==> src/rtl/segrt_pkg.sv <==
`timescale 1ns / 1ps

package segrt_pkg;

    localparam int MAX_SEGS_DEF = 64;
    localparam int SEG_LEN_DEF  = 438;

    localparam int FIELD_W     = 16;
    localparam int BYTE_W      = 8;
    localparam int ADDR_W      = 15;
    localparam int IDX_MAX_W   = 8;
    localparam int QUEUE_DEPTH = 2;

    localparam int S_TDATA_W = 72;
    localparam int S_TUSER_W = 2;
    localparam int M_TDATA_W = 48;
    localparam int M_TUSER_W = 1;

    localparam logic [ADDR_W-1:0] BYTES_MAX = '1;

    typedef enum logic [1:0] {
        ST_OK,
        ST_BAD_NUMBER,
        ST_TOO_LONG,
        ST_SHORT
    } status_t;

    typedef struct packed {
        logic [FIELD_W-1:0]   block_type;
        logic [IDX_MAX_W-1:0] seg_idx;
        logic [IDX_MAX_W-1:0] seg_total;
        logic [FIELD_W-1:0]   seg_length;
        logic [ADDR_W-1:0]    base_addr;
        logic [BYTE_W-1:0]    payload_byte;
        logic                 byte_present;
        logic                 first;
        logic                 last;
        logic                 num_ok;
        status_t              status;
    } item_t;

endpackage

==> src/rtl/segment_reassembly_tracker.sv <==
`timescale 1ns / 1ps

// Rebuilds a memory block from numbered segments arriving one payload byte per transaction
// and gives exactly one result transaction for every input transaction, in order. The block
// sustains one transaction per clock cycle while neither side stalls: the whole per-byte
// update of the reassembly state (received map test, byte address add and counters) is done
// combinationally by the back unit. A result passes through the header check and address
// multiply stage, the two-entry queue and the output register, in that order. Either side
// may stall independently; a stall on the result side backs up through the queue to
// s_tready.
module segment_reassembly_tracker #(
    parameter int MAX_SEGS = segrt_pkg::MAX_SEGS_DEF,
    parameter int SEG_LEN  = segrt_pkg::SEG_LEN_DEF
) (
    input  logic                            aclk,
    input  logic                            aresetn,
    input  logic                            s_tvalid,
    output logic                            s_tready,
    // block_type, seg_number, seg_total, seg_length, payload_byte
    input  logic [segrt_pkg::S_TDATA_W-1:0] s_tdata,
    // byte_present, first_of_segment
    input  logic [segrt_pkg::S_TUSER_W-1:0] s_tuser,
    input  logic                            s_tlast,
    output logic                            m_tvalid,
    input  logic                            m_tready,
    // write_address, write_data, status, was_duplicate, block_complete, block_bytes
    output logic [segrt_pkg::M_TDATA_W-1:0] m_tdata,
    // write_enable
    output logic [segrt_pkg::M_TUSER_W-1:0] m_tuser,
    output logic                            m_tlast
);
    import segrt_pkg::*;

    logic  front_valid;
    logic  front_ready;
    item_t front_item;
    logic  queue_valid;
    logic  queue_ready;
    item_t queue_item;

    segrt_front #(
        .MAX_SEGS (MAX_SEGS),
        .SEG_LEN  (SEG_LEN)
    ) u_front (
        .aclk       (aclk),
        .aresetn    (aresetn),
        .s_tvalid   (s_tvalid),
        .s_tready   (s_tready),
        .s_tdata    (s_tdata),
        .s_tuser    (s_tuser),
        .s_tlast    (s_tlast),
        .item_valid (front_valid),
        .item_ready (front_ready),
        .item       (front_item)
    );

    segrt_queue u_queue (
        .aclk      (aclk),
        .aresetn   (aresetn),
        .in_valid  (front_valid),
        .in_ready  (front_ready),
        .in_item   (front_item),
        .out_valid (queue_valid),
        .out_ready (queue_ready),
        .out_item  (queue_item)
    );

    segrt_back #(
        .MAX_SEGS (MAX_SEGS)
    ) u_back (
        .aclk       (aclk),
        .aresetn    (aresetn),
        .item_valid (queue_valid),
        .item_ready (queue_ready),
        .item       (queue_item),
        .m_tvalid   (m_tvalid),
        .m_tready   (m_tready),
        .m_tdata    (m_tdata),
        .m_tuser    (m_tuser),
        .m_tlast    (m_tlast)
    );

endmodule

==> src/rtl/segrt_front.sv <==
`timescale 1ns / 1ps

module segrt_front #(
    parameter int MAX_SEGS = segrt_pkg::MAX_SEGS_DEF,
    parameter int SEG_LEN  = segrt_pkg::SEG_LEN_DEF
) (
    input  logic                           aclk,
    input  logic                           aresetn,
    input  logic                           s_tvalid,
    output logic                           s_tready,
    input  logic [segrt_pkg::S_TDATA_W-1:0] s_tdata,
    input  logic [segrt_pkg::S_TUSER_W-1:0] s_tuser,
    input  logic                           s_tlast,
    output logic                           item_valid,
    input  logic                           item_ready,
    output segrt_pkg::item_t               item
);
    import segrt_pkg::*;

    localparam int IDX_W  = $clog2(MAX_SEGS);
    localparam int LEN_W  = $clog2(SEG_LEN + 1);
    localparam int PROD_W = (IDX_W + LEN_W > ADDR_W) ? IDX_W + LEN_W : ADDR_W;

    logic [FIELD_W-1:0] in_type;
    logic [FIELD_W-1:0] in_num;
    logic [FIELD_W-1:0] in_total;
    logic [FIELD_W-1:0] in_len;
    logic               num_ok;
    logic               total_ok;
    status_t            status;
    logic [IDX_W-1:0]   idx;
    logic [PROD_W-1:0]  prod;
    item_t              cls;

    logic  stage_valid_reg;
    logic  stage_valid_next;
    item_t item_reg;

    assign in_type  = s_tdata[15:0];
    assign in_num   = s_tdata[31:16];
    assign in_total = s_tdata[47:32];
    assign in_len   = s_tdata[63:48];

    assign num_ok   = (in_num != '0) && (in_num < FIELD_W'(MAX_SEGS));
    assign total_ok = in_total < FIELD_W'(MAX_SEGS);

    always_comb begin
        if (!num_ok || !total_ok) begin
            status = ST_BAD_NUMBER;
        end else if (in_len > FIELD_W'(SEG_LEN)) begin
            status = ST_TOO_LONG;
        end else if ((in_num < in_total) && (in_len != FIELD_W'(SEG_LEN))) begin
            status = ST_SHORT;
        end else begin
            status = ST_OK;
        end
    end

    assign idx  = in_num[IDX_W-1:0] - IDX_W'(1);
    assign prod = PROD_W'(idx) * PROD_W'(SEG_LEN);

    always_comb begin
        cls.block_type   = in_type;
        cls.seg_idx      = IDX_MAX_W'(idx);
        cls.seg_total    = in_total[IDX_MAX_W-1:0];
        cls.seg_length   = in_len;
        cls.base_addr    = prod[ADDR_W-1:0];
        cls.payload_byte = s_tdata[71:64];
        cls.byte_present = s_tuser[0];
        cls.first        = s_tuser[1];
        cls.last         = s_tlast;
        cls.num_ok       = num_ok;
        cls.status       = status;
    end

    assign s_tready         = !stage_valid_reg || item_ready;
    assign stage_valid_next = (s_tvalid && s_tready) || (stage_valid_reg && !item_ready);

    always_ff @(posedge aclk) begin
        if (!aresetn) begin
            stage_valid_reg <= 1'b0;
        end else begin
            stage_valid_reg <= stage_valid_next;
        end
    end

    always_ff @(posedge aclk) begin
        if (s_tvalid && s_tready) begin
            item_reg <= cls;
        end
    end

    assign item_valid = stage_valid_reg;
    assign item       = item_reg;

endmodule

==> src/rtl/segrt_queue.sv <==
`timescale 1ns / 1ps

module segrt_queue (
    input  logic             aclk,
    input  logic             aresetn,
    input  logic             in_valid,
    output logic             in_ready,
    input  segrt_pkg::item_t in_item,
    output logic             out_valid,
    input  logic             out_ready,
    output segrt_pkg::item_t out_item
);
    import segrt_pkg::*;

    localparam int PTR_W = (QUEUE_DEPTH > 1) ? $clog2(QUEUE_DEPTH) : 1;
    localparam int CNT_W = $clog2(QUEUE_DEPTH + 1);

    item_t             slot_reg [QUEUE_DEPTH];
    logic [PTR_W-1:0]  wr_ptr_reg;
    logic [PTR_W-1:0]  wr_ptr_next;
    logic [PTR_W-1:0]  rd_ptr_reg;
    logic [PTR_W-1:0]  rd_ptr_next;
    logic [CNT_W-1:0]  count_reg;
    logic [CNT_W-1:0]  count_next;
    logic              push;
    logic              pop;

    assign in_ready  = count_reg != CNT_W'(QUEUE_DEPTH);
    assign out_valid = count_reg != '0;
    assign push      = in_valid && in_ready;
    assign pop       = out_valid && out_ready;
    assign out_item  = slot_reg[rd_ptr_reg];

    always_comb begin
        wr_ptr_next = wr_ptr_reg;
        rd_ptr_next = rd_ptr_reg;
        count_next  = count_reg;
        if (push) begin
            wr_ptr_next = (wr_ptr_reg == PTR_W'(QUEUE_DEPTH - 1)) ? '0 : wr_ptr_reg + PTR_W'(1);
        end
        if (pop) begin
            rd_ptr_next = (rd_ptr_reg == PTR_W'(QUEUE_DEPTH - 1)) ? '0 : rd_ptr_reg + PTR_W'(1);
        end
        if (push && !pop) begin
            count_next = count_reg + CNT_W'(1);
        end else if (pop && !push) begin
            count_next = count_reg - CNT_W'(1);
        end
    end

    always_ff @(posedge aclk) begin
        if (!aresetn) begin
            wr_ptr_reg <= '0;
            rd_ptr_reg <= '0;
            count_reg  <= '0;
        end else begin
            wr_ptr_reg <= wr_ptr_next;
            rd_ptr_reg <= rd_ptr_next;
            count_reg  <= count_next;
        end
    end

    always_ff @(posedge aclk) begin
        if (push) begin
            slot_reg[wr_ptr_reg] <= in_item;
        end
    end

endmodule

==> src/rtl/segrt_back.sv <==
`timescale 1ns / 1ps

module segrt_back #(
    parameter int MAX_SEGS = segrt_pkg::MAX_SEGS_DEF
) (
    input  logic                            aclk,
    input  logic                            aresetn,
    input  logic                            item_valid,
    output logic                            item_ready,
    input  segrt_pkg::item_t                item,
    output logic                            m_tvalid,
    input  logic                            m_tready,
    output logic [segrt_pkg::M_TDATA_W-1:0] m_tdata,
    output logic [segrt_pkg::M_TUSER_W-1:0] m_tuser,
    output logic                            m_tlast
);
    import segrt_pkg::*;

    localparam int IDX_W = $clog2(MAX_SEGS);
    localparam int PAD_W = M_TDATA_W - (2 * ADDR_W + BYTE_W + 4);

    logic [MAX_SEGS-1:0] map_reg;
    logic [MAX_SEGS-1:0] map_next;
    logic [IDX_W-1:0]    remaining_reg;
    logic [IDX_W-1:0]    remaining_next;
    logic [ADDR_W-1:0]   gathered_reg;
    logic [ADDR_W-1:0]   gathered_next;
    logic [FIELD_W-1:0]  type_reg;
    logic [FIELD_W-1:0]  type_next;
    logic                complete_reg;
    logic                complete_next;
    logic                accepting_reg;
    logic                accepting_next;
    logic [FIELD_W-1:0]  pos_reg;
    logic [FIELD_W-1:0]  pos_next;

    logic                    m_tvalid_reg;
    logic                    m_tvalid_next;
    logic [M_TDATA_W-1:0]    m_tdata_reg;
    logic [M_TDATA_W-1:0]    m_tdata_next;
    logic [M_TUSER_W-1:0]    m_tuser_reg;
    logic [M_TUSER_W-1:0]    m_tuser_next;
    logic                    m_tlast_reg;
    logic                    m_tlast_next;

    logic                fire;
    logic                good;
    logic                restart_done;
    logic                restart_type;
    logic                restart;
    logic                fresh;
    logic [ADDR_W-1:0]   gath_a;
    logic [FIELD_W-1:0]  type_a;
    logic [ADDR_W-1:0]   gath_b;
    logic [MAX_SEGS-1:0] total_mask;
    logic [MAX_SEGS-1:0] map_c;
    logic [IDX_W-1:0]    idx;
    logic                acc_b;
    logic [FIELD_W-1:0]  pos_b;
    logic                wr;
    logic [ADDR_W-1:0]   waddr;
    logic [BYTE_W-1:0]   wdata;
    logic [IDX_W-1:0]    rem_b;
    logic                complete_b;
    logic                dup;
    logic [1:0]          status_out;
    logic [ADDR_W-1:0]   bytes_out;
    logic                complete_out;

    assign fire       = item_valid && (!m_tvalid_reg || m_tready);
    assign item_ready = !m_tvalid_reg || m_tready;
    assign good       = item.status == ST_OK;
    assign idx        = item.seg_idx[IDX_W-1:0];

    always_comb begin
        for (int i = 0; i < MAX_SEGS; i++) begin
            total_mask[i] = IDX_MAX_W'(i) < item.seg_total;
        end
    end

    always_comb begin
        restart_done = item.first && good && complete_reg;
        gath_a       = restart_done ? '0 : gathered_reg;
        type_a       = restart_done ? item.block_type : type_reg;
        restart_type = item.first && good && (gath_a != '0) && (type_a != item.block_type);
        restart      = restart_done || restart_type;
        gath_b       = restart ? '0 : gathered_reg;
        fresh        = item.first && good && (gath_b == '0);
        map_c        = (restart ? '0 : map_reg) | (fresh ? total_mask : '0);
        complete_b   = restart ? 1'b0 : complete_reg;
        rem_b        = fresh ? item.seg_total[IDX_W-1:0] : remaining_reg;
        acc_b        = item.first ? (good && map_c[idx]) : accepting_reg;
        pos_b        = item.first ? '0 : pos_reg;
        wr           = acc_b && item.byte_present && (pos_b < item.seg_length) && item.num_ok;
        waddr        = wr ? item.base_addr + pos_b[ADDR_W-1:0] : '0;
        wdata        = wr ? item.payload_byte : '0;

        type_next      = (restart || fresh) ? item.block_type : type_reg;
        gathered_next  = (wr && (gath_b != BYTES_MAX)) ? gath_b + ADDR_W'(1) : gath_b;
        pos_next       = wr ? pos_b + FIELD_W'(1) : pos_b;
        accepting_next = acc_b;
        map_next       = map_c;
        remaining_next = rem_b;
        complete_next  = complete_b;
        dup            = 1'b0;

        if (item.last) begin
            if (acc_b) begin
                if (item.num_ok) begin
                    map_next[idx] = 1'b0;
                end
                if (rem_b != '0) begin
                    remaining_next = rem_b - IDX_W'(1);
                    if (rem_b == IDX_W'(1)) begin
                        complete_next = 1'b1;
                    end
                end
            end else begin
                dup = good;
            end
            accepting_next = 1'b0;
            pos_next       = '0;
        end

        status_out   = item.last ? item.status : ST_OK;
        complete_out = item.last && complete_next;
        bytes_out    = item.last ? gathered_next : '0;
    end

    always_comb begin
        m_tvalid_next = m_tvalid_reg && !m_tready;
        m_tdata_next  = m_tdata_reg;
        m_tuser_next  = m_tuser_reg;
        m_tlast_next  = m_tlast_reg;
        if (fire) begin
            m_tvalid_next = 1'b1;
            m_tdata_next  = {{PAD_W{1'b0}}, bytes_out, complete_out, dup, status_out,
                             wdata, waddr};
            m_tuser_next  = M_TUSER_W'(wr);
            m_tlast_next  = item.last;
        end
    end

    always_ff @(posedge aclk) begin
        if (!aresetn) begin
            map_reg       <= '0;
            remaining_reg <= '0;
            gathered_reg  <= '0;
            type_reg      <= '0;
            complete_reg  <= 1'b0;
            accepting_reg <= 1'b0;
            pos_reg       <= '0;
            m_tvalid_reg  <= 1'b0;
        end else begin
            if (fire) begin
                map_reg       <= map_next;
                remaining_reg <= remaining_next;
                gathered_reg  <= gathered_next;
                type_reg      <= type_next;
                complete_reg  <= complete_next;
                accepting_reg <= accepting_next;
                pos_reg       <= pos_next;
            end
            m_tvalid_reg <= m_tvalid_next;
        end
    end

    always_ff @(posedge aclk) begin
        m_tdata_reg <= m_tdata_next;
        m_tuser_reg <= m_tuser_next;
        m_tlast_reg <= m_tlast_next;
    end

    assign m_tvalid = m_tvalid_reg;
    assign m_tdata  = m_tdata_reg;
    assign m_tuser  = m_tuser_reg;
    assign m_tlast  = m_tlast_reg;

endmodule

==> config.mk <==
export PLATFORM = sky130hd
export DESIGN_NAME = segment_reassembly_tracker
export DESIGN_NICKNAME = d
export VERILOG_FILES = /design/src/rtl/segrt_pkg.sv /design/src/rtl/segment_reassembly_tracker.sv /design/src/rtl/segrt_front.sv /design/src/rtl/segrt_queue.sv /design/src/rtl/segrt_back.sv
export SDC_FILE = /design/constraint.sdc
export NUM_CORES = 1
export LEC_CHECK = 0
export BUFFER_PORTS_ARGS = -buffer_cell sky130_fd_sc_hd__buf_2
export CORE_AREA = 2 2 227 140
export DETAILED_ROUTE_END_ITERATION = 16
export DIE_AREA = 0 0 229 142
export PLACE_DENSITY_LB_ADDON = 0.05
export SLEW_MARGIN = 15
export SYNTH_ARGS = -nofsm -noshare
export SYNTH_HDL_FRONTEND = slang
export SYNTH_SLANG_ARGS = --single-unit
==> constraint.sdc <==
create_clock -name aclk -period 11.2 [get_ports aclk]
set_input_delay 2.24 -clock aclk [delete_from_list [all_inputs] [get_ports aclk]]
set_output_delay 2.24 -clock aclk [all_outputs]
set_load 0.02 [all_outputs]
==> impl_metrics.json, run 1 <==
{
  "status": "finished clean",
  "grt.overflow.total": 0,
  "critPathLaunchType": "flip-flop",
  "start_util_pct": 64.0,
  "diodes": 0,
  "hpwl_um": 37300,
  "irDropWorstVdd_v": 0.000186,
  "setup_viol": 0,
  "nets": 2062,
  "cts_tree": "done",
  "cts_resized": 0,
  "tightest_slew_ns": 1.29,
  "cap_violations": 0,
  "syn_inst": 1797,
  "totalNegativeSetupSlack_ns": 0,
  "p_clk_share_pct": 27.0,
  "drtAntennaViolNets": 0,
  "syn_area_mm2": 0.0195,
  "cts_root_buf": "clkbuf_16",
  "p_per_area_mw_per_mm2": 204,
  "drt_iter0_markers": 1923,
  "power_mw": 4.41,
  "synth.cells.most_frequent": "edfxtp_1 (263), nand2_1 (201), nor2_1 (141)",
  "power.switching_mw": 1.61,
  "vias": 15300,
  "drive_above_1_share_pct": 14.1,
  "cp_common_cell": "nand2_1",
  "synth_most_common_cell": "edfxtp_1",
  "cts_setup_buffers": 0,
  "area_growth_pct": 10.6,
  "io_pins": 131,
  "p_leak_nw": 8.05,
  "period_needed_ns": 7.52,
  "largest_reg_flops": 146,
  "clock_skew_ns": 0.0183,
  "fin_crit_sh_pct": 67.1,
  "track_usage_pct": 32.7,
  "slew_violations": 0,
  "grt_max_degree": 71,
  "vias_per_cell": 6.53,
  "dpl.cell_count": 2272,
  "antenna_found_initial": 0,
  "synth_cell_type_count": 87,
  "p_sw_share_pct": 36.4,
  "die_h_um": 142,
  "rsz0062_at_grt": "no",
  "internal_power_mw": 2.81,
  "wl_per_cell_um": 22.8,
  "die_area_mm2": 0.0325,
  "path_cells": "or3b_2 -> a21oi_2 -> nand2_1 -> a21boi_4 -> buf_4 -> nand2_1 -> ha_1 -> nand2_1 -> a21oi_4 -> buf_4 -> a22oi_1 -> a2111oi_1 -> a41oi_1 -> a22oi_2 -> a32o_2 -> nand3_2 -> inv_1 -> nand4_1 -> o22ai_1",
  "crit_path_top_delay_cell": "dfxtp_4",
  "critPathKind": "flip-flop to flip-flop",
  "synth_edf_count": 263,
  "worstSetupEndpointType": "flip-flop",
  "drt_pre_antenna_iters": 9,
  "r2r_setup_slack_ns": 3.68,
  "drc": 0,
  "core_area_mm2": 0.0305,
  "hold_ws_ns": 0.440,
  "layoutNonFillerInstCount": 2339,
  "worstSkewPairLatency_ns": 0.54,
  "cts.sinks": 389,
  "yosys-top-cells-area": "edfxtp_1 (40%), dfxtp_1 (13%), ha_1 (4.9%)",
  "dieWidth_um": 229,
  "seqPwrFrac_pct": 41.7,
  "numPortBuffers": 124,
  "fillers": 2223,
  "clk_path_buf_depth": 3,
  "cts-htree-levels": 2,
  "numCtsBuffers": 37,
  "globalplace.congestion": 1.02,
  "wirelength_um": 53400,
  "syn_area_per_cell_um2": 10.9,
  "hold_class": "flip-flop to flip-flop",
  "dp_slack_ns": 3.85,
  "slowest_delay_ns": 0.74,
  "ys_seq_area_share_pct": 53.3,
  "required_ns": 11.58,
  "grt_pass1_wl_um": 81800,
  "synthArstFlopShare_pct": 0,
  "crit_arrival_ns": 7.89,
  "yosysTopAreaCell": "edfxtp_1",
  "fin_ws_ns": 3.68,
  "synth_seq_cells": 389,
  "crit_fanout": 60,
  "yosys_warnings": 0,
  "clk_pin_slew_ns": 0.07,
  "hold_violations": 0,
  "synth_flop_cell": "edfxtp_1",
  "fmax_ghz": 0.133,
  "rows": 50,
  "grt_pass1_vias": 14100,
  "cts_hold_buffers": 0,
  "p_comb_share_pct": 31.3,
  "netlist.area_leader.share_pct": 40.4,
  "slew_headroom_pct": 11.3
}
[final timing paths]
path                                  startpoint                 endpoint  cells after the start
worst max-delay path                   flip-flop       u_back.m_tdata[41]                     19
worst max register to register         flip-flop       u_back.m_tdata[41]                     19
worst min-delay path            u_front.item[70]  u_queue.slot_reg[0][67]                      0
worst min register to register  u_front.item[70]  u_queue.slot_reg[0][67]                      0
[layout by cell type (no fill, tap or decap), types with 8 or more instances in the layout]
cell type,synthesis,final
mux2_2,17,17
clkbuf_16,0,38
nand2_1,201,201
nand2b_1,10,10
a21oi_1,75,74
ha_1,76,76
buf_2,16,124
o21ai_0,64,64
a22oi_1,42,42
dfxtp_1,126,125
and2_1,20,19
edfxtp_1,263,263
nor2_1,141,139
buf_4,10,31
xor2_1,14,14
a21o_1,36,36
xnor2_1,42,42
nand4_1,23,23
nor4_1,14,14
or3_1,8,8
a211oi_1,30,30
nor3_1,36,35
o22ai_1,8,8
o211ai_1,11,11
nor2b_1,10,10
o31ai_1,38,38
a221oi_1,30,30
nand3_1,53,53
clkinv_1,1,12
fa_1,12,12
a31oi_1,14,14
inv_1,77,76
a32o_1,11,11
mux2i_1,51,49
and3_1,16,15
a22o_1,12,12
[logic make-up (layout without fill, tap and decap cells)]
group / count (synthesis) / after routing / share of synthesized area (%)
simple gates: 570 / 570 / 13.8
compound gates: 442 / 442 / 16.2
fa+ha+maj: 88 / 88 / 6.10
buf+inv: 179 / 300 / 4.12
xor+xnor: 56 / 56 / 2.51
other cells: 1 / 6 / 0.0192
flops: 389 / 389 / 53.3
mux: 72 / 72 / 3.88
[metrics by stage]
step / util [%] / cell area [um2]
2_1_floorplan: - / 19600
3_3_place_gp: 67.0 / 20500
3_5_place_dp: 67.0 / 20500
4_1_cts: 70.7 / 21600
5_1_grt: 70.7 / 21600
6_report: 70.7 / 21600
[worst max-delay path, delay by kind of cell (launching register included)]
kind                       cells  cell delay [ns]
AOI/OAI and AO/OA              9             2.78
adders and majority gates      1             0.18
and+or+nand+nor                6             2.04
DFF                            1             0.74
buffers and inverters          3             1.58
[metal layers]
| layer | track usage [%] | vias up | wire length (um) |
|---|---|---|---|
| met4 | 6.43 | 0 | 881 |
| met5 | 0 | - | 0 |
| met2 | 44.6 | 920 | 21700 |
| met3 | 9.35 | 94 | 6890 |
| li1 | - | 6904 | - |
| met1 | 51.6 | 7352 | 24000 |
[power by group through the flow]
stage / clock [mW] / sequential (mW) / combinational (mW)
floorplan: 0 / 1.90 / 0.844
global placement: 0 / 1.86 / 1.32
detailed placement: 0 / 1.87 / 1.33
CTS: 1.20 / 1.84 / 1.34
global route: 1.25 / 1.86 / 1.47
finish: 1.19 / 1.84 / 1.38
[area by class of cell]
cell class / count / area [um2] / area share, %
tap: 416 / 520 / 2.41
inverter: 78 / 293 / 1.36
sequential: 389 / 10400 / 48.3
clock buffer: 42 / 976 / 4.52
multi-input combinational: 1234 / 8370 / 38.8
clock inverter: 25 / 158 / 0.730
timing repair buffer: 155 / 853 / 3.95
(Power assumes the default switching activity.)
==> run 2: changes to the inputs <==
CORE_AREA = 2 2 235 144   (was 2 2 227 140)
DIE_AREA = 0 0 237 146   (was 0 0 229 142)
clock period = 7.3 ns   (was 11.2 ns; I/O delays follow)
==> impl_metrics.json, run 2 (synthesized netlist as in run 1, its figures left out) <==
{
  "required_ns": 7.76,
  "grt.overflow.total": 0,
  "crit_path_top_delay_cell": "dfxtp_4",
  "r2r_setup_slack_ns": 0.90,
  "die_area_mm2": 0.0346,
  "cp_common_cell": "nand2_1",
  "p_per_area_mw_per_mm2": 316,
  "grt_max_degree": 74,
  "hold_ws_ns": 0.439,
  "period_needed_ns": 6.40,
  "cts-htree-levels": 2,
  "multiInputGateArea_mm2": 0.00837,
  "largest_reg_flops": 146,
  "clk_path_buf_depth": 3,
  "area_growth_pct": 11.1,
  "crit_fanout": 47,
  "die_h_um": 146,
  "tightest_slew_ns": 1.20,
  "hold_depth": 0,
  "mostFrequentLayoutCells": "edfxtp_1 (263), nand2_1 (201), nor2_1 (139)",
  "worstSkewPairLatency_ns": 0.56,
  "diodes": 0,
  "status": "finished clean",
  "cts.sinks": 389,
  "rows": 51,
  "vias": 15100,
  "p_clk_share_pct": 27.6,
  "io_pins": 131,
  "nets": 2067,
  "p_leak_nw": 8.12,
  "slew_violations": 0,
  "seqPwrFrac_pct": 41.2,
  "start_util_pct": 60.6,
  "crit_family": "compound AO/OA/AOI/OAI gates",
  "globalplace.congestion": 0.999,
  "worstSetupEndpointType": "flip-flop",
  "register_area_mm2": 0.0104,
  "layoutNonFillerInstCount": 2351,
  "drc": 0,
  "hold_violations": 0,
  "drt_iter0_markers": 2154,
  "cap_violations": 0,
  "r2r_cells": 18,
  "dp_slack_ns": 1.05,
  "p_comb_share_pct": 31.2,
  "setup_viol": 0,
  "fin_ws_ns": 0.898,
  "dpl.cell_count": 2285,
  "vias_per_cell": 6.42,
  "slew_headroom_pct": 20.0,
  "wl_per_cell_um": 23.1,
  "final_common_cell": "edfxtp_1",
  "dieWidth_um": 237,
  "numPortBuffers": 124,
  "fillers": 2487,
  "power.switching_mw": 2.48,
  "crit_arrival_ns": 6.86,
  "drtAntennaViolNets": 0,
  "cts_tree": "done",
  "numCtsBuffers": 37,
  "wirelength_um": 54400,
  "grt_use_met1_pct": 50.4,
  "critPathKind": "flip-flop to flip-flop",
  "gr-usage-met2_pct": 41.0,
  "p_sw_share_pct": 36.1,
  "cts_root_buf": "clkbuf_16",
  "core_area_mm2": 0.0322,
  "critPathLaunchType": "flip-flop",
  "busiest_layer": "met1",
  "totalNegativeSetupSlack_ns": 0,
  "fmax_ghz": 0.156,
  "clk_pin_slew_ns": 0.07,
  "irDropWorstVdd_v": 0.000246,
  "rsz0062_at_grt": "no",
  "cts_setup_buffers": 0,
  "track_usage_pct": 31.4,
  "power_mw": 6.86,
  "hold_class": "flip-flop to flip-flop",
  "antenna_found_initial": 0,
  "path_cells": "or3b_2 -> a21oi_2 -> nand2_1 -> a21boi_4 -> nand2_1 -> ha_1 -> nand2_1 -> a21oi_4 -> buf_12 -> a22oi_1 -> a2111oi_0 -> o2111ai_1 -> a22oi_2 -> a32o_2 -> nand3_2 -> inv_1 -> nand4_1 -> o41ai_2",
  "holdPathEnd": "u_queue.slot_reg[0][43]",
  "cts_resized": 0,
  "drive_above_1_share_pct": 14.5,
  "slowest_delay_ns": 0.75,
  "grtUsageMet3_pct": 9.18,
  "min-delay-start": "u_front.item[44]",
  "hpwl_um": 38300,
  "grt_pass1_wl_um": 83600,
  "cts_hold_buffers": 0,
  "drt_pre_antenna_iters": 6,
  "grt_pass1_vias": 14200,
  "worst-path-buf-inv": 2,
  "fin_crit_sh_pct": 87.7,
  "reg2reg_to": "u_back.gathered_reg[14]",
  "internal_power_mw": 4.39,
  "clock_skew_ns": 0.0189
}
-- run 2: area by class of cell --
cell class                      instances  area share (%)
Clock buffer                           51            4.79
Sequential cell                       389            48.1
Clock inverter                         15           0.600
Tap cell                              424            2.45
Timing Repair Buffer                  160            4.16
Inverter                               78            1.35
Multi-Input combinational cell       1234            38.6
-- run 2: per-layer routing --
layer	vias up	wire length, um
met1	7206	25400
met2	856	21100
met4	4	1180
li1	6920	-
met3	116	6620
met5	-	93
-- run 2: worst max-delay path by stage --
stage | from | endpoint | cells past startpoint
4_1_cts | flip-flop | u_back.gathered_reg[14] | 18
3_3_place_gp | s_tdata[16] | u_front.item[28] | 22
5_1_grt | flip-flop | u_back.gathered_reg[14] | 18
6_report | flip-flop | u_back.gathered_reg[14] | 18
3_5_place_dp | s_tdata[16] | u_front.item[28] | 22
2_1_floorplan | s_tdata[16] | u_front.item[28] | 21
-- run 2: through the flow --
step | utilization, % | instance area, um2
after floorplan | - | 19600
after global placement | 63.7 | 20500
after detailed placement | 63.7 | 20500
after CTS | 67.3 | 21700
after global routing | 67.3 | 21700
final | 67.3 | 21700
-- run 2: power by group through the flow --
stage | registers (mW) | logic, mW | clock network [mW]
2_1_floorplan | 2.92 | 1.30 | 0
3_3_place_gp | 2.86 | 2.04 | 0
3_5_place_dp | 2.87 | 2.06 | 0
4_1_cts | 2.83 | 2.08 | 1.92
5_1_grt | 2.85 | 2.27 | 2.00
6_report | 2.82 | 2.14 | 1.90
